File: config.mk
export PLATFORM = sky130hd
export DESIGN_NAME = can_telemetry_signal_decoder_flat
export DESIGN_NICKNAME = d
export VERILOG_FILES = /design/src/hdl/ctsd_pkg.sv /design/src/hdl/ctsd_interfaces.sv /design/src/hdl/ctsd_ctrl.sv /design/src/hdl/ctsd_dp.sv /design/src/hdl/can_telemetry_signal_decoder.sv /design/src/flat_wrapper.sv
export VERILOG_INCLUDE_DIRS = /design/src /design/src/hdl
export SDC_FILE = /design/constraint.sdc
export NUM_CORES = 1
export LEC_CHECK = 0
export BUFFER_PORTS_ARGS = -buffer_cell sky130_fd_sc_hd__buf_2
export CAP_MARGIN = 20
export CORE_MARGIN = 5
export CORE_UTILIZATION = 30
export CTS_CLUSTER_SIZE = 12
export DETAILED_ROUTE_END_ITERATION = 8
export SLEW_MARGIN = 10
export SYNTH_ARGS = -nofsm -noshare
export SYNTH_HDL_FRONTEND = slang
export SYNTH_SLANG_ARGS = --single-unit
export TNS_END_PERCENT = 30
File: constraint.sdc
create_clock -name clock -period 8.5 [get_ports clock]
set_input_delay 0.85 -clock clock [delete_from_list [all_inputs] [get_ports clock]]
set_output_delay 0.85 -clock clock [all_outputs]
set_load 0.005 [all_outputs]
File: src/hdl/can_telemetry_signal_decoder_macros.svh
// Assertion helpers for the telemetry decoder.
// Each macro expects signals named clock and reset in the calling scope.
`ifndef CAN_TELEMETRY_SIGNAL_DECODER_MACROS_SVH
`define CAN_TELEMETRY_SIGNAL_DECODER_MACROS_SVH

// Same-cycle implication.
`define CTSD_ASSERT_NOW(label, ante, cons) \
   label: assert property (@(posedge clock) disable iff (reset) (ante) |-> (cons)) \
      else $error("ctsd assertion failed");

// Next-cycle implication.
`define CTSD_ASSERT_NEXT(label, ante, cons) \
   label: assert property (@(posedge clock) disable iff (reset) (ante) |=> (cons)) \
      else $error("ctsd assertion failed");

`endif

File: src/hdl/ctsd_pkg.sv
package ctsd_pkg;

   localparam logic [28:0] ID_STATUS  = 29'h0201FF05;
   localparam logic [28:0] ID_HOURS   = 29'h0201FF13;
   localparam logic [28:0] ID_PHASE_A = 29'h0201F320;
   localparam logic [28:0] ID_PHASE_B = 29'h0201FF20;
   localparam logic [28:0] ID_TIMER   = 29'h0201FF14;

   localparam int unsigned STOP_BIT       = 6;
   localparam logic [7:0]  COOL_MODE      = 8'h2C;
   localparam int unsigned COOL_START_BIT = 4;
   localparam logic [9:0]  FUEL_MAX       = 10'd1000;

   // Configuration register indexes
   localparam logic [2:0] CSR_MAPPING_ENABLED = 3'd0;
   localparam logic [2:0] CSR_FUEL_FRAME_ID   = 3'd1;
   localparam logic [2:0] CSR_FUEL_FRAME_EXT  = 3'd2;
   localparam logic [2:0] CSR_FUEL_FIRST_BYTE = 3'd3;
   localparam logic [2:0] CSR_FUEL_WIDTH      = 3'd4;
   localparam logic [2:0] CSR_FUEL_LITTLE_END = 3'd5;
   localparam logic [2:0] CSR_FUEL_MULT       = 3'd6;
   localparam logic [2:0] CSR_FUEL_DIV        = 3'd7;

   localparam int unsigned CSR_INDEX_W = 3;
   localparam int unsigned CSR_DATA_W  = 29;

   localparam int unsigned DIV_STEPS = 32;
   localparam int unsigned DIV_CNT_W = 5;

   typedef struct packed {
      logic        mapping_enabled;
      logic [28:0] fuel_frame_id;
      logic        fuel_frame_extended;
      logic [2:0]  fuel_first_byte;
      logic [1:0]  fuel_width_bytes;
      logic        fuel_little_endian;
      logic [15:0] fuel_scale_multiplier;
      logic [15:0] fuel_scale_divisor;
   } cfg_type;

   typedef struct packed {
      logic [28:0] frame_ident;
      logic        is_extended;
      logic [3:0]  data_length;
      logic [63:0] payload;
   } req_item_type;

   typedef struct packed {
      logic [5:0]  valid_mask;
      logic [9:0]  fuel_permille;
      logic [7:0]  battery_decivolts;
      logic [23:0] run_minutes;
      logic [15:0] engine_speed;
      logic        operating;
      logic        cool_down;
      logic [7:0]  cool_timer;
   } rsp_item_type;

   typedef struct packed {
      logic capture;
      logic mul;
      logic div_step;
      logic finish;
   } dp_cmd_type;

   typedef struct packed {
      logic fuel_pend;
   } dp_status_type;

endpackage

File: src/hdl/ctsd_interfaces.sv
interface ctsd_req_if;
   logic        valid;
   logic        ready;
   logic [28:0] frame_ident;
   logic        is_extended;
   logic [3:0]  data_length;
   logic [63:0] payload;

   modport source (output valid, frame_ident, is_extended, data_length, payload,
                   input ready);
   modport sink (input valid, frame_ident, is_extended, data_length, payload,
                 output ready);
endinterface

interface ctsd_rsp_if;
   logic        valid;
   logic        ready;
   logic [5:0]  valid_mask;
   logic [9:0]  fuel_permille;
   logic [7:0]  battery_decivolts;
   logic [23:0] run_minutes;
   logic [15:0] engine_speed;
   logic        operating;
   logic        cool_down;
   logic [7:0]  cool_timer;

   modport source (output valid, valid_mask, fuel_permille, battery_decivolts,
                   run_minutes, engine_speed, operating, cool_down, cool_timer,
                   input ready);
   modport sink (input valid, valid_mask, fuel_permille, battery_decivolts,
                 run_minutes, engine_speed, operating, cool_down, cool_timer,
                 output ready);
endinterface

File: src/hdl/ctsd_ctrl.sv
module ctsd_ctrl (
   input  logic                   clock,
   input  logic                   reset,
   input  logic                   req_valid,
   output logic                   req_ready,
   output logic                   rsp_valid,
   input  logic                   rsp_ready,
   input  ctsd_pkg::dp_status_type status,
   output ctsd_pkg::dp_cmd_type    cmd
);
   import ctsd_pkg::*;
   `include "can_telemetry_signal_decoder_macros.svh"

   localparam logic [2:0] S_IDLE = 3'd0;
   localparam logic [2:0] S_MUL  = 3'd1;
   localparam logic [2:0] S_DIV  = 3'd2;
   localparam logic [2:0] S_FIN  = 3'd3;
   localparam logic [2:0] S_OUT  = 3'd4;

   logic [2:0]           state_ff, state_in;
   logic [DIV_CNT_W-1:0] cnt_ff, cnt_in;

   always_comb begin
      state_in  = state_ff;
      cnt_in    = cnt_ff;
      cmd       = '0;
      req_ready = 1'b0;
      rsp_valid = 1'b0;
      case (state_ff)
         S_IDLE: begin
            req_ready = 1'b1;
            if (req_valid) begin
               cmd.capture = 1'b1;
               state_in    = S_MUL;
            end
         end
         S_MUL: begin
            cmd.mul = 1'b1;
            if (status.fuel_pend) begin
               cnt_in   = DIV_CNT_W'(DIV_STEPS - 1);
               state_in = S_DIV;
            end else begin
               state_in = S_FIN;
            end
         end
         S_DIV: begin
            cmd.div_step = 1'b1;
            cnt_in       = cnt_ff - 1'b1;
            if (cnt_ff == '0) begin
               state_in = S_FIN;
            end
         end
         S_FIN: begin
            cmd.finish = 1'b1;
            state_in   = S_OUT;
         end
         S_OUT: begin
            rsp_valid = 1'b1;
            if (rsp_ready) begin
               state_in = S_IDLE;
            end
         end
         default: begin
            state_in = S_IDLE;
         end
      endcase
   end

   always_ff @(posedge clock) begin
      if (reset) begin
         state_ff <= S_IDLE;
         cnt_ff   <= '0;
      end else begin
         state_ff <= state_in;
         cnt_ff   <= cnt_in;
      end
   end

   `CTSD_ASSERT_NOW(a_one_cmd, 1'b1, $onehot0({cmd.capture, cmd.mul, cmd.div_step, cmd.finish}))
   `CTSD_ASSERT_NOW(a_no_overlap, 1'b1, !(req_ready && rsp_valid))
   `CTSD_ASSERT_NEXT(a_capture_mul, cmd.capture, cmd.mul)
   `CTSD_ASSERT_NEXT(a_div_done, cmd.div_step && cnt_ff == '0, cmd.finish)
   `CTSD_ASSERT_NEXT(a_finish_out, cmd.finish, rsp_valid)

endmodule

File: src/hdl/ctsd_dp.sv
module ctsd_dp (
   input  logic                             clock,
   input  logic                             reset,
   input  logic                             csr_wr_en,
   input  logic [ctsd_pkg::CSR_INDEX_W-1:0] csr_index,
   input  logic [ctsd_pkg::CSR_DATA_W-1:0]  csr_wdata,
   input  ctsd_pkg::req_item_type           req_item,
   input  ctsd_pkg::dp_cmd_type             cmd,
   output ctsd_pkg::dp_status_type          status,
   output ctsd_pkg::rsp_item_type           rsp_item
);
   import ctsd_pkg::*;

   cfg_type cfg_ff;

   logic        latch_ff;
   logic [5:0]  mask_ff;
   logic [7:0]  batt_ff;
   logic [23:0] mins_ff;
   logic [15:0] rpm_ff;
   logic        oper_ff;
   logic [7:0]  timer_ff;
   logic        fuel_pend_ff;
   logic [15:0] raw_ff;
   logic [31:0] quo_ff;
   logic [16:0] rem_ff;
   logic [9:0]  fuel_ff;

   logic [5:0]  mask_in;
   logic [7:0]  batt_in;
   logic [23:0] mins_in;
   logic [15:0] rpm_in;
   logic        oper_in;
   logic [7:0]  timer_in;
   logic        fuel_pend_in;
   logic [15:0] raw_in;
   logic        latch_in;

   logic [7:0]  byte0, byte1, byte2, byte4, byte6, byte7;
   logic [7:0]  fb0, fb1;
   logic [2:0]  fsec;
   logic [3:0]  fcnt, fend;
   logic        phase, known, fuel_sel;
   logic [28:0] id;
   logic [3:0]  len;

   logic [16:0] rem_sh;
   logic [16:0] rem_sub;
   logic        take;

   // Configuration writes
   always_ff @(posedge clock) begin
      if (reset) begin
         cfg_ff.mapping_enabled       <= 1'b1;
         cfg_ff.fuel_frame_id         <= ID_STATUS;
         cfg_ff.fuel_frame_extended   <= 1'b1;
         cfg_ff.fuel_first_byte       <= 3'd0;
         cfg_ff.fuel_width_bytes      <= 2'd2;
         cfg_ff.fuel_little_endian    <= 1'b1;
         cfg_ff.fuel_scale_multiplier <= 16'd1;
         cfg_ff.fuel_scale_divisor    <= 16'd1;
      end else if (csr_wr_en) begin
         case (csr_index)
            CSR_MAPPING_ENABLED: cfg_ff.mapping_enabled       <= csr_wdata[0];
            CSR_FUEL_FRAME_ID:   cfg_ff.fuel_frame_id         <= csr_wdata[28:0];
            CSR_FUEL_FRAME_EXT:  cfg_ff.fuel_frame_extended   <= csr_wdata[0];
            CSR_FUEL_FIRST_BYTE: cfg_ff.fuel_first_byte       <= csr_wdata[2:0];
            CSR_FUEL_WIDTH:      cfg_ff.fuel_width_bytes      <= csr_wdata[1:0];
            CSR_FUEL_LITTLE_END: cfg_ff.fuel_little_endian    <= csr_wdata[0];
            CSR_FUEL_MULT:       cfg_ff.fuel_scale_multiplier <= csr_wdata[15:0];
            CSR_FUEL_DIV:        cfg_ff.fuel_scale_divisor    <= csr_wdata[15:0];
            default: ;
         endcase
      end
   end

   // Frame decode
   always_comb begin
      id    = req_item.frame_ident;
      len   = req_item.data_length;
      byte0 = req_item.payload[7:0];
      byte1 = req_item.payload[15:8];
      byte2 = req_item.payload[23:16];
      byte4 = req_item.payload[39:32];
      byte6 = req_item.payload[55:48];
      byte7 = req_item.payload[63:56];

      phase = (id == ID_PHASE_A) || (id == ID_PHASE_B);
      known = req_item.is_extended &&
              ((id == ID_STATUS) || (id == ID_HOURS) || phase || (id == ID_TIMER));

      fcnt = (cfg_ff.fuel_width_bytes == 2'd1) ? 4'd1 : 4'd2;
      fend = {1'b0, cfg_ff.fuel_first_byte} + fcnt;
      fsec = cfg_ff.fuel_first_byte + 3'd1;
      fb0  = req_item.payload[{cfg_ff.fuel_first_byte, 3'b000} +: 8];
      fb1  = req_item.payload[{fsec, 3'b000} +: 8];

      fuel_sel = known && cfg_ff.mapping_enabled && (id == cfg_ff.fuel_frame_id) &&
                 (req_item.is_extended == cfg_ff.fuel_frame_extended);
      fuel_pend_in = fuel_sel && (fend <= 4'd8) && (len >= fend) &&
                     (cfg_ff.fuel_scale_divisor != 16'd0);
      if (fcnt == 4'd1) begin
         raw_in = {8'd0, fb0};
      end else if (cfg_ff.fuel_little_endian) begin
         raw_in = {fb1, fb0};
      end else begin
         raw_in = {fb0, fb1};
      end

      mask_in  = '0;
      batt_in  = '0;
      mins_in  = '0;
      rpm_in   = '0;
      oper_in  = 1'b0;
      timer_in = '0;
      latch_in = latch_ff;

      mask_in[0] = fuel_pend_in;
      if (known && (id == ID_STATUS) && (len > 4'd4)) begin
         batt_in    = byte4;
         mask_in[1] = 1'b1;
      end
      if (known && (id == ID_HOURS) && (len >= 4'd3)) begin
         mins_in    = {byte2, byte1, byte0};
         mask_in[2] = 1'b1;
      end
      if (known && (id == ID_STATUS) && (len >= 4'd8)) begin
         rpm_in     = {byte7, byte6};
         mask_in[3] = 1'b1;
      end
      if (known && phase && (len >= 4'd1)) begin
         oper_in    = !byte0[STOP_BIT];
         mask_in[4] = 1'b1;
      end
      if (known && phase && (len >= 4'd3)) begin
         if (byte0[STOP_BIT]) begin
            latch_in = 1'b0;
         end else if ((byte1 == COOL_MODE) && !byte2[COOL_START_BIT]) begin
            latch_in = 1'b1;
         end
      end
      if (known && (id == ID_TIMER) && (len > 4'd4)) begin
         timer_in   = byte4;
         mask_in[5] = 1'b1;
      end
   end

   // One restoring division step: shift in the next dividend bit, subtract if it fits
   always_comb begin
      rem_sh  = {rem_ff[15:0], quo_ff[31]};
      take    = rem_sh >= {1'b0, cfg_ff.fuel_scale_divisor};
      rem_sub = rem_sh - {1'b0, cfg_ff.fuel_scale_divisor};
   end

   always_ff @(posedge clock) begin
      if (reset) begin
         latch_ff <= 1'b0;
      end else if (cmd.capture) begin
         latch_ff <= latch_in;
      end
   end

   always_ff @(posedge clock) begin
      if (cmd.capture) begin
         mask_ff      <= mask_in;
         batt_ff      <= batt_in;
         mins_ff      <= mins_in;
         rpm_ff       <= rpm_in;
         oper_ff      <= oper_in;
         timer_ff     <= timer_in;
         fuel_pend_ff <= fuel_pend_in;
         raw_ff       <= raw_in;
      end
      if (cmd.mul) begin
         quo_ff <= {16'd0, raw_ff} * {16'd0, cfg_ff.fuel_scale_multiplier};
         rem_ff <= '0;
      end else if (cmd.div_step) begin
         quo_ff <= {quo_ff[30:0], take};
         rem_ff <= take ? rem_sub : rem_sh;
      end
      if (cmd.finish) begin
         // clamp to full scale
         if (!fuel_pend_ff) begin
            fuel_ff <= '0;
         end else if (quo_ff > {22'd0, FUEL_MAX}) begin
            fuel_ff <= FUEL_MAX;
         end else begin
            fuel_ff <= quo_ff[9:0];
         end
      end
   end

   assign status.fuel_pend = fuel_pend_ff;

   assign rsp_item.valid_mask        = mask_ff;
   assign rsp_item.fuel_permille     = fuel_ff;
   assign rsp_item.battery_decivolts = batt_ff;
   assign rsp_item.run_minutes       = mins_ff;
   assign rsp_item.engine_speed      = rpm_ff;
   assign rsp_item.operating         = oper_ff;
   assign rsp_item.cool_down         = latch_ff;
   assign rsp_item.cool_timer        = timer_ff;

endmodule

File: src/hdl/can_telemetry_signal_decoder.sv
// CAN telemetry signal decoder.
// req_chan carries one received frame (identifier, extended flag, length and
// eight payload bytes); rsp_chan returns exactly one result per frame with a
// valid mask and the decoded fuel, battery, run minutes, rpm, run state,
// cool-down latch and cool-down timer. The csr_ port writes the fuel mapping
// registers by index; write them only while no frame is in flight.
// Frames are handled one at a time. A frame that yields a fuel value runs
// the multiply state, the bit-serial restoring divider and the clamp state
// before the result is offered; the next frame is taken the cycle after the
// result transfer. Any other frame skips the divider.
// While rsp_chan is stalled the result holds and req_chan.ready stays low.
// Reset (synchronous, active high) clears the cool-down latch, restores the
// default fuel mapping and returns the controller to idle.
module can_telemetry_signal_decoder (
   input  logic                             clock,
   input  logic                             reset,
   ctsd_req_if.sink                         req_chan,
   ctsd_rsp_if.source                       rsp_chan,
   input  logic                             csr_wr_en,
   input  logic [ctsd_pkg::CSR_INDEX_W-1:0] csr_index,
   input  logic [ctsd_pkg::CSR_DATA_W-1:0]  csr_wdata
);
   import ctsd_pkg::*;

   req_item_type  req_item;
   rsp_item_type  rsp_item;
   dp_cmd_type    cmd;
   dp_status_type status;
   logic          req_ready;
   logic          rsp_valid;

   assign req_item.frame_ident = req_chan.frame_ident;
   assign req_item.is_extended = req_chan.is_extended;
   assign req_item.data_length = req_chan.data_length;
   assign req_item.payload     = req_chan.payload;
   assign req_chan.ready       = req_ready;

   ctsd_ctrl u_ctrl (
      .clock     (clock),
      .reset     (reset),
      .req_valid (req_chan.valid),
      .req_ready (req_ready),
      .rsp_valid (rsp_valid),
      .rsp_ready (rsp_chan.ready),
      .status    (status),
      .cmd       (cmd)
   );

   ctsd_dp u_dp (
      .clock     (clock),
      .reset     (reset),
      .csr_wr_en (csr_wr_en),
      .csr_index (csr_index),
      .csr_wdata (csr_wdata),
      .req_item  (req_item),
      .cmd       (cmd),
      .status    (status),
      .rsp_item  (rsp_item)
   );

   assign rsp_chan.valid             = rsp_valid;
   assign rsp_chan.valid_mask        = rsp_item.valid_mask;
   assign rsp_chan.fuel_permille     = rsp_item.fuel_permille;
   assign rsp_chan.battery_decivolts = rsp_item.battery_decivolts;
   assign rsp_chan.run_minutes       = rsp_item.run_minutes;
   assign rsp_chan.engine_speed      = rsp_item.engine_speed;
   assign rsp_chan.operating         = rsp_item.operating;
   assign rsp_chan.cool_down         = rsp_item.cool_down;
   assign rsp_chan.cool_timer        = rsp_item.cool_timer;

endmodule

File: src/flat_wrapper.sv
// flat-port wrapper written by rule: the top's interface ports become plain ports
module can_telemetry_signal_decoder_flat import ctsd_pkg::*;
  (clock, reset, csr_wr_en, csr_index, csr_wdata, req_chan_valid, req_chan_frame_ident, req_chan_is_extended, req_chan_data_length, req_chan_payload, req_chan_ready, rsp_chan_valid, rsp_chan_valid_mask, rsp_chan_fuel_permille, rsp_chan_battery_decivolts, rsp_chan_run_minutes, rsp_chan_engine_speed, rsp_chan_operating, rsp_chan_cool_down, rsp_chan_cool_timer, rsp_chan_ready);
  ctsd_req_if req_chan_i ();
  ctsd_rsp_if rsp_chan_i ();
  input  logic clock;
  input  logic reset;
  input  logic csr_wr_en;
  input  logic [ctsd_pkg::CSR_INDEX_W-1:0] csr_index;
  input  logic [ctsd_pkg::CSR_DATA_W-1:0] csr_wdata;
  input wire logic [$bits(req_chan_i.valid)-1:0] req_chan_valid;
  input wire logic [$bits(req_chan_i.frame_ident)-1:0] req_chan_frame_ident;
  input wire logic [$bits(req_chan_i.is_extended)-1:0] req_chan_is_extended;
  input wire logic [$bits(req_chan_i.data_length)-1:0] req_chan_data_length;
  input wire logic [$bits(req_chan_i.payload)-1:0] req_chan_payload;
  output wire logic [$bits(req_chan_i.ready)-1:0] req_chan_ready;
  output wire logic [$bits(rsp_chan_i.valid)-1:0] rsp_chan_valid;
  output wire logic [$bits(rsp_chan_i.valid_mask)-1:0] rsp_chan_valid_mask;
  output wire logic [$bits(rsp_chan_i.fuel_permille)-1:0] rsp_chan_fuel_permille;
  output wire logic [$bits(rsp_chan_i.battery_decivolts)-1:0] rsp_chan_battery_decivolts;
  output wire logic [$bits(rsp_chan_i.run_minutes)-1:0] rsp_chan_run_minutes;
  output wire logic [$bits(rsp_chan_i.engine_speed)-1:0] rsp_chan_engine_speed;
  output wire logic [$bits(rsp_chan_i.operating)-1:0] rsp_chan_operating;
  output wire logic [$bits(rsp_chan_i.cool_down)-1:0] rsp_chan_cool_down;
  output wire logic [$bits(rsp_chan_i.cool_timer)-1:0] rsp_chan_cool_timer;
  input wire logic [$bits(rsp_chan_i.ready)-1:0] rsp_chan_ready;
  assign req_chan_i.valid = req_chan_valid;
  assign req_chan_i.frame_ident = req_chan_frame_ident;
  assign req_chan_i.is_extended = req_chan_is_extended;
  assign req_chan_i.data_length = req_chan_data_length;
  assign req_chan_i.payload = req_chan_payload;
  assign req_chan_ready = req_chan_i.ready;
  assign rsp_chan_valid = rsp_chan_i.valid;
  assign rsp_chan_valid_mask = rsp_chan_i.valid_mask;
  assign rsp_chan_fuel_permille = rsp_chan_i.fuel_permille;
  assign rsp_chan_battery_decivolts = rsp_chan_i.battery_decivolts;
  assign rsp_chan_run_minutes = rsp_chan_i.run_minutes;
  assign rsp_chan_engine_speed = rsp_chan_i.engine_speed;
  assign rsp_chan_operating = rsp_chan_i.operating;
  assign rsp_chan_cool_down = rsp_chan_i.cool_down;
  assign rsp_chan_cool_timer = rsp_chan_i.cool_timer;
  assign rsp_chan_i.ready = rsp_chan_ready;
  can_telemetry_signal_decoder u_core (.clock(clock), .reset(reset), .req_chan(req_chan_i), .rsp_chan(rsp_chan_i), .csr_wr_en(csr_wr_en), .csr_index(csr_index), .csr_wdata(csr_wdata));
endmodule
**Yosys cells after proc, flatten, opt, wreduce, memory -nomap -nowiden**

Cells that the tools add are included.

- $mul: 1
- Mux-type cells: 28
- Shift operators: 2
- $lt $le $gt $ge: 8
- Equality and inequality tests: 25
- Bitwise gates (word level): 1
- Add/sub/neg operators: 4
- Reduce and logical (&&, ||, !) cells: 43
- Div/mod/pow operators: 0

Operators with widths:

| cell | count |
|---|---|
| == test 29 x 26 -> 1 bit, second input constant | 5 |
| variable part select 64 x 7 -> 8 bit | 2 |
| 2-to-1 mux 32 bit | 2 |
| > comparator 32 x 10 -> 1 bit, second input constant | 1 |
| multiplier 16 x 16 -> 32 bit | 1 |
| 2-to-1 mux 16 bit | 2 |
| == test 29 bit | 1 |
| logical AND 1 bit | 18 |
| AND reduction 2 bit | 9 |
| greater-or-equal comparator 17 x 16 -> 1 bit | 1 |
| nonzero test 16 bit | 1 |
| subtractor 16 bit | 1 |
| == test 3 bit, second input constant | 5 |
| 2-to-1 mux 1 bit | 15 |
| one-hot mux 3 bit (5 select lines) | 1 |
| == test 3 x 2 -> 1 bit, second input constant | 4 |
| 2-to-1 mux 10 bit | 1 |
| one-hot mux 5 bit (2 select lines) | 1 |
| 2-to-1 mux 3 bit | 3 |
| == test 8 x 6 -> 1 bit, second input constant | 1 |
| 2-to-1 mux 8 bit | 1 |
| != test 2 bit, second input constant | 4 |
| == test 3 x 1 -> 1 bit, second input constant | 2 |
| logical NOT 3 bit | 2 |
| 20 further kinds | 28 |

- Output and inout bits: 76
- Logic and storage cells: 136
- Memories kept: 0
- Memory bits (writable): 0
- Latch bits: 0
- Memory bits (read-only): 0
- Bits of input ports: 135
- Bits in registers: 216

**Longest topological paths before layout**

- Depth after elaboration: 11
- Gate-level depth with buffers: 23
- Mapped depth without buffers: 21

**Hierarchy**

A second synthesis with hierarchy kept.

- Cell total of the unflattened synthesis: 2022
- Area, all modules: 19605.1 sq um

By module, submodules not included:

| module | instances | area each (sq um) | sequential area each (sq um) | cells each |
|---|---|---|---|---|
| ctsd_dp | 1 | 19148.4 | 5355.1 | 1978 |
| ctsd_ctrl | 1 | 456.7 | 160.2 | 44 |

**Worst setup path after synthesis**

Ideal clock, no wire load.

- Path kind: in2reg
- Start: in req_chan_valid
- End: reg u_core.u_dp.batt_ff[0], enable pin
- Data arrival time: 6.277 ns
- Setup slack: 1.610 ns
- Setup time: 0.613 ns
- Data required time: 7.887 ns
- Buffers on the path: 0
- Stages: 2
- Cells stage by stage: nand2b_1 -> nor3_1

RTL lines:

| element | line | text |
|---|---|---|
| from (decl) | flat_wrapper.sv:11 | `input wire logic [$bits(req_chan_i.valid)-1:0] req_chan_valid;` |
| to (signal assigned) | ctsd_dp.sv:166 | `batt_ff <= batt_in;` |
| to (decl) | ctsd_dp.sv:18 | `logic [7:0] batt_ff;` |

**Final worst setup path**

- Start: reg u_core.u_dp.cfg_ff[25] in the netlist's numbering
- End: reg u_core.u_dp.quo_ff[31] (data pin)

- Longest elaborated chain between the ends: 2

Ends and longest elaborated chain:

| element | line | text |
|---|---|---|
| from (decl) | ctsd_dp.sv:14 | `cfg_type cfg_ff;` |
| multiplier 16 x 16 -> 32 bit | ctsd_dp.sv:175 | `quo_ff <= {16'd0, raw_ff} * {16'd0, cfg_ff.fuel_scale_multiplier};` |
| 2-to-1 mux 32 bit | ctsd_dp.sv:174 | `if (cmd.mul) begin` |
| to (signal assigned) | ctsd_dp.sv:175 |  |
| to (signal assigned) | ctsd_dp.sv:178 | `quo_ff <= {quo_ff[30:0], take};` |
| to (decl) | ctsd_dp.sv:25 | `logic [31:0] quo_ff;` |

No other way between the ends.
A chain may end at the register's enable or synchronous reset.

==> flow_metrics.py <==
metrics = {
    "timing": {
        "rsz0062_at_grt": "no",
        "hold_viol_final": 0,
        "relSlewSlack_pct": 33.5,
        "min_period_ns": 6.64,
        "slew_viol_final": 0,
        "post-route-period-util_pct": 78.2,
        "finalWorstSetupSlack_ns": 1.86,
        "tightest_slew_ns": 0.995,
        "fin_tns_setup_ns": 0,
        "finalSetupViolations": 0,
        "max_clock_freq_mhz": 151,
        "fin_worst_skew_ns": 0.0193,
    },
    "route": {
        "vias": 15100,
        "wl_met2_mm": 26.9,
        "detail_route.wl_per_cell_um": 17.7,
        "drc": 0,
        "met3_length_mm": 3.49,
        "m1WireLength_mm": 23.0,
        "drt_iter0_drc": 901,
        "top_layer": "met5",
        "viasPerCell": 4.89,
        "antenna_left": 0,
        "drtPass1Iterations": 7,
        "wl_mm": 54.5,
    },
    "clock_tree": {
        "hold_buffers": 0,
        "cts_tree": "built",
        "postCtsSetupBuffers": 0,
        "cts_buffers": 26,
        "cts-root-buf": "clkbuf_16",
        "post_cts_resized": 0,
        "cts-htree-levels": 1,
        "cts_sinks": 215,
        "cts_buffer_depth": 3,
        "clk_latency_ns": 0.55,
        "cts.reportedPaths.clkPinSlew_ns": 0.06,
    },
    "setup_path": {
        "path_common_cell": "fa_1",
        "worstPathRequired_ns": 8.78,
        "crit_type": "reg2reg",
        "start_kind": "flop",
        "path_max_fanout": 17,
        "crit_chain": "nand2_1, fa_1, inv_1, fa_1, inv_1, fa_1, inv_1, fa_1, fa_1, inv_1, fa_1, inv_1, ha_1, and4_2, nand3_1, or4_4, a31oi_4, a31oi_2, mux2i_1, nand3_1",
        "cpMaxStageDelayCell": "dfxtp_1",
        "end_kind": "flop",
        "cpPeakStageDelay_ns": 0.84,
        "critPathArrivalTime_ns": 6.92,
    },
    "power": {
        "p_per_area_mw_per_mm2": 196,
        "sequentialPowerShare_pct": 36.6,
        "max-vdd-ir-drop_mv": 0.145,
        "power.total_mw": 4.33,
        "switchingPower_mw": 1.65,
        "p_int_mw": 2.68,
        "power_leakage_nw": 9.90,
        "p_clk_share_pct": 24.6,
        "swShare_pct": 38.1,
        "power_frac_comb_pct": 38.8,
    },
    "placement": {
        "dp_hpwl_mm": 43.2,
        "numPortBuffers": 210,
        "place_congestion": 0.876,
        "dp_slack_ns": 1.85,
    },
    "die": {
        "die_area_mm2": 0.0701,
        "die_height_um": 265,
        "die-width_um": 265,
        "num_rows": 93,
        "initial_core_util_pct": 30.3,
        "io_pins": 211,
        "fp.coreArea_mm2": 0.0643,
    },
    "grt": {
        "grt.total_usage_pct": 15.1,
        "overflow": 0,
        "grt_max_degree": 79,
        "grt_pass1_vias": 15700,
        "grt_first_pass_wirelength_mm": 87.0,
        "antenna_found_initial": 5,
    },
    "yosys": {
        "synth_edf_count": 121,
        "syn_inst": 2057,
        "synth_nets": 2517,
        "syn_area_mm2": 0.0195,
        "synth_cell_types": 75,
        "syn_avg_cell_area_um2": 9.47,
        "synth_seq_cells": 215,
        "ys_seq_area_share_pct": 28.3,
        "async_flop_share_pct": 0,
        "yosys_warnings": 0,
        "ys.flop_type": "edfxtp_1",
    },
    "layout": {
        "utilization_pct": 34.4,
        "nFillCells": 6519,
        "drive_gt1_share_pct": 14.7,
        "final_common_cell": "nand2_1",
        "final_nets": 2669,
        "regArea_mm2": 0.00552,
        "layout_common_cells": "348 x nand2_1, 259 x inv_1, 210 x buf_2",
        "multiInputGateArea_mm2": 0.0126,
        "syn2layout_area_growth_pct": 13.7,
    },
    "hold_path": {
        "hold_path_class": "reg2reg",
    },
    "run": {
        "cap_violations": 0,
    },
    "run_status": {
        "status": "finished, final reports clean",
    },
}
cell usage after synthesis (6+ instances only):
| library cell | instances | area, um^2 |
|---|---|---|
| a211oi_1 | 18 | 135 |
| a21o_1 | 27 | 203 |
| a21oi_1 | 99 | 495 |
| a31oi_1 | 8 | 50.1 |
| and2_1 | 179 | 1120 |
| clkbuf_1 | 89 | 334 |
| dfxtp_1 | 94 | 1880 |
| edfxtp_1 | 121 | 3630 |
| fa_1 | 196 | 3920 |
| ha_1 | 129 | 1610 |
| inv_1 | 259 | 972 |
| mux2_2 | 8 | 90.1 |
| mux2i_1 | 29 | 290 |
| mux4_2 | 32 | 721 |
| nand2_1 | 348 | 1310 |
| nand2b_1 | 12 | 75.1 |
| nand3_1 | 25 | 125 |
| nand3b_1 | 16 | 120 |
| nand4_1 | 15 | 93.8 |
| nor2_1 | 80 | 300 |
| nor2b_1 | 9 | 56.3 |
| nor3_1 | 24 | 120 |
| nor4_1 | 18 | 113 |
| o21ai_0 | 47 | 235 |
| o31ai_1 | 6 | 45.0 |
| or4_1 | 6 | 45.0 |
| xnor2_1 | 29 | 254 |
| xor2_1 | 40 | 350 |
registers in the layout, indices dropped and copies added, names as in the netlist, 6 cells and up:
name and flops:
u_core.u_dp.mask_ff 6, u_core.u_dp.fuel_ff 10, u_core.u_dp.batt_ff 8, u_core.u_dp.rpm_ff 16, u_core.u_dp.rem_ff 16, u_core.u_dp.cfg_ff 69, u_core.u_dp.quo_ff 32, u_core.u_dp.raw_ff 16
u_core.u_dp.mins_ff 24, u_core.u_dp.timer_ff 8
final cells by class:
cell class / count / area share (%)
Multi-Input combinational cell: 1482 / 56.9
Tap cell: 855 / 4.83
Clock inverter: 13 / 0.407
Inverter: 259 / 4.39
Clock buffer: 34 / 3.22
Timing Repair Buffer: 225 / 5.29
Sequential cell: 215 / 24.9
Antenna cell: 2 / 0.0226
power by group through the flow:
stage	clock [mW]	combinational, mW	sequential [mW]
after global routing	1.14	1.88	1.61
after floorplan	0	1.26	1.51
after global placement	0	1.65	1.59
after detailed placement	0	1.68	1.60
final	1.06	1.68	1.58
after CTS	1.09	1.69	1.58
critical path: cells and delay by family, from the launching register on:
kind	cells	cell delay [ns]
buffers and inverters	5	0.26
AND/OR/NAND/NOR	5	1.08
flip-flops	1	0.84
adder cells (fa/ha/maj)	7	3.51
AO/OA/AOI/OAI	2	0.49
multiplexers	1	0.19
per-stage QoR:
stage	hold WS (ns)	instance area, um^2	cells
6_report	0.469	22100	3085
5_1_grt	0.488	22100	3084
4_1_cts	0.470	22100	3081
3_5_place_dp	0.462	21300	3034
3_3_place_gp	0.456	21300	3033
2_1_floorplan	0.442	19500	2057
path summary, 6_finish.rpt:
kind	start	endpoint	slack [ns]	depth (start not counted)
max	u_core.u_dp.cfg_ff[25]	u_core.u_dp.quo_ff[31]	1.86	20
min	u_core.u_dp.cfg_ff[12]	u_core.u_dp.cfg_ff[12]	0.47	2
max reg2reg	u_core.u_dp.cfg_ff[25]	u_core.u_dp.quo_ff[31]	1.86	20
min reg2reg	u_core.u_dp.cfg_ff[12]	u_core.u_dp.cfg_ff[12]	0.47	2
logic make-up (layout without fill, tap and decap cells):
group	count (synthesis)	after routing	share of synthesized area (%)
and+or+nand+nor	767	767	19.3
buffers and inverters	360	531	7.05
adders and majority gates	325	325	28.4
AOI/OAI and AO/OA	252	252	8.12
DFF	215	215	28.3
xor gates and xnor gates	69	69	3.10
muxes	69	69	5.66
other	0	2	0
per-layer routing:
metal	track usage (%)	vias to the layer above
li1	-	7071
met3	2.67	69
met4	3.08	4
met1	19.5	7485
met2	26.8	464
met5	0	-
No activity file was read; power rests on OpenSTA's default activity.
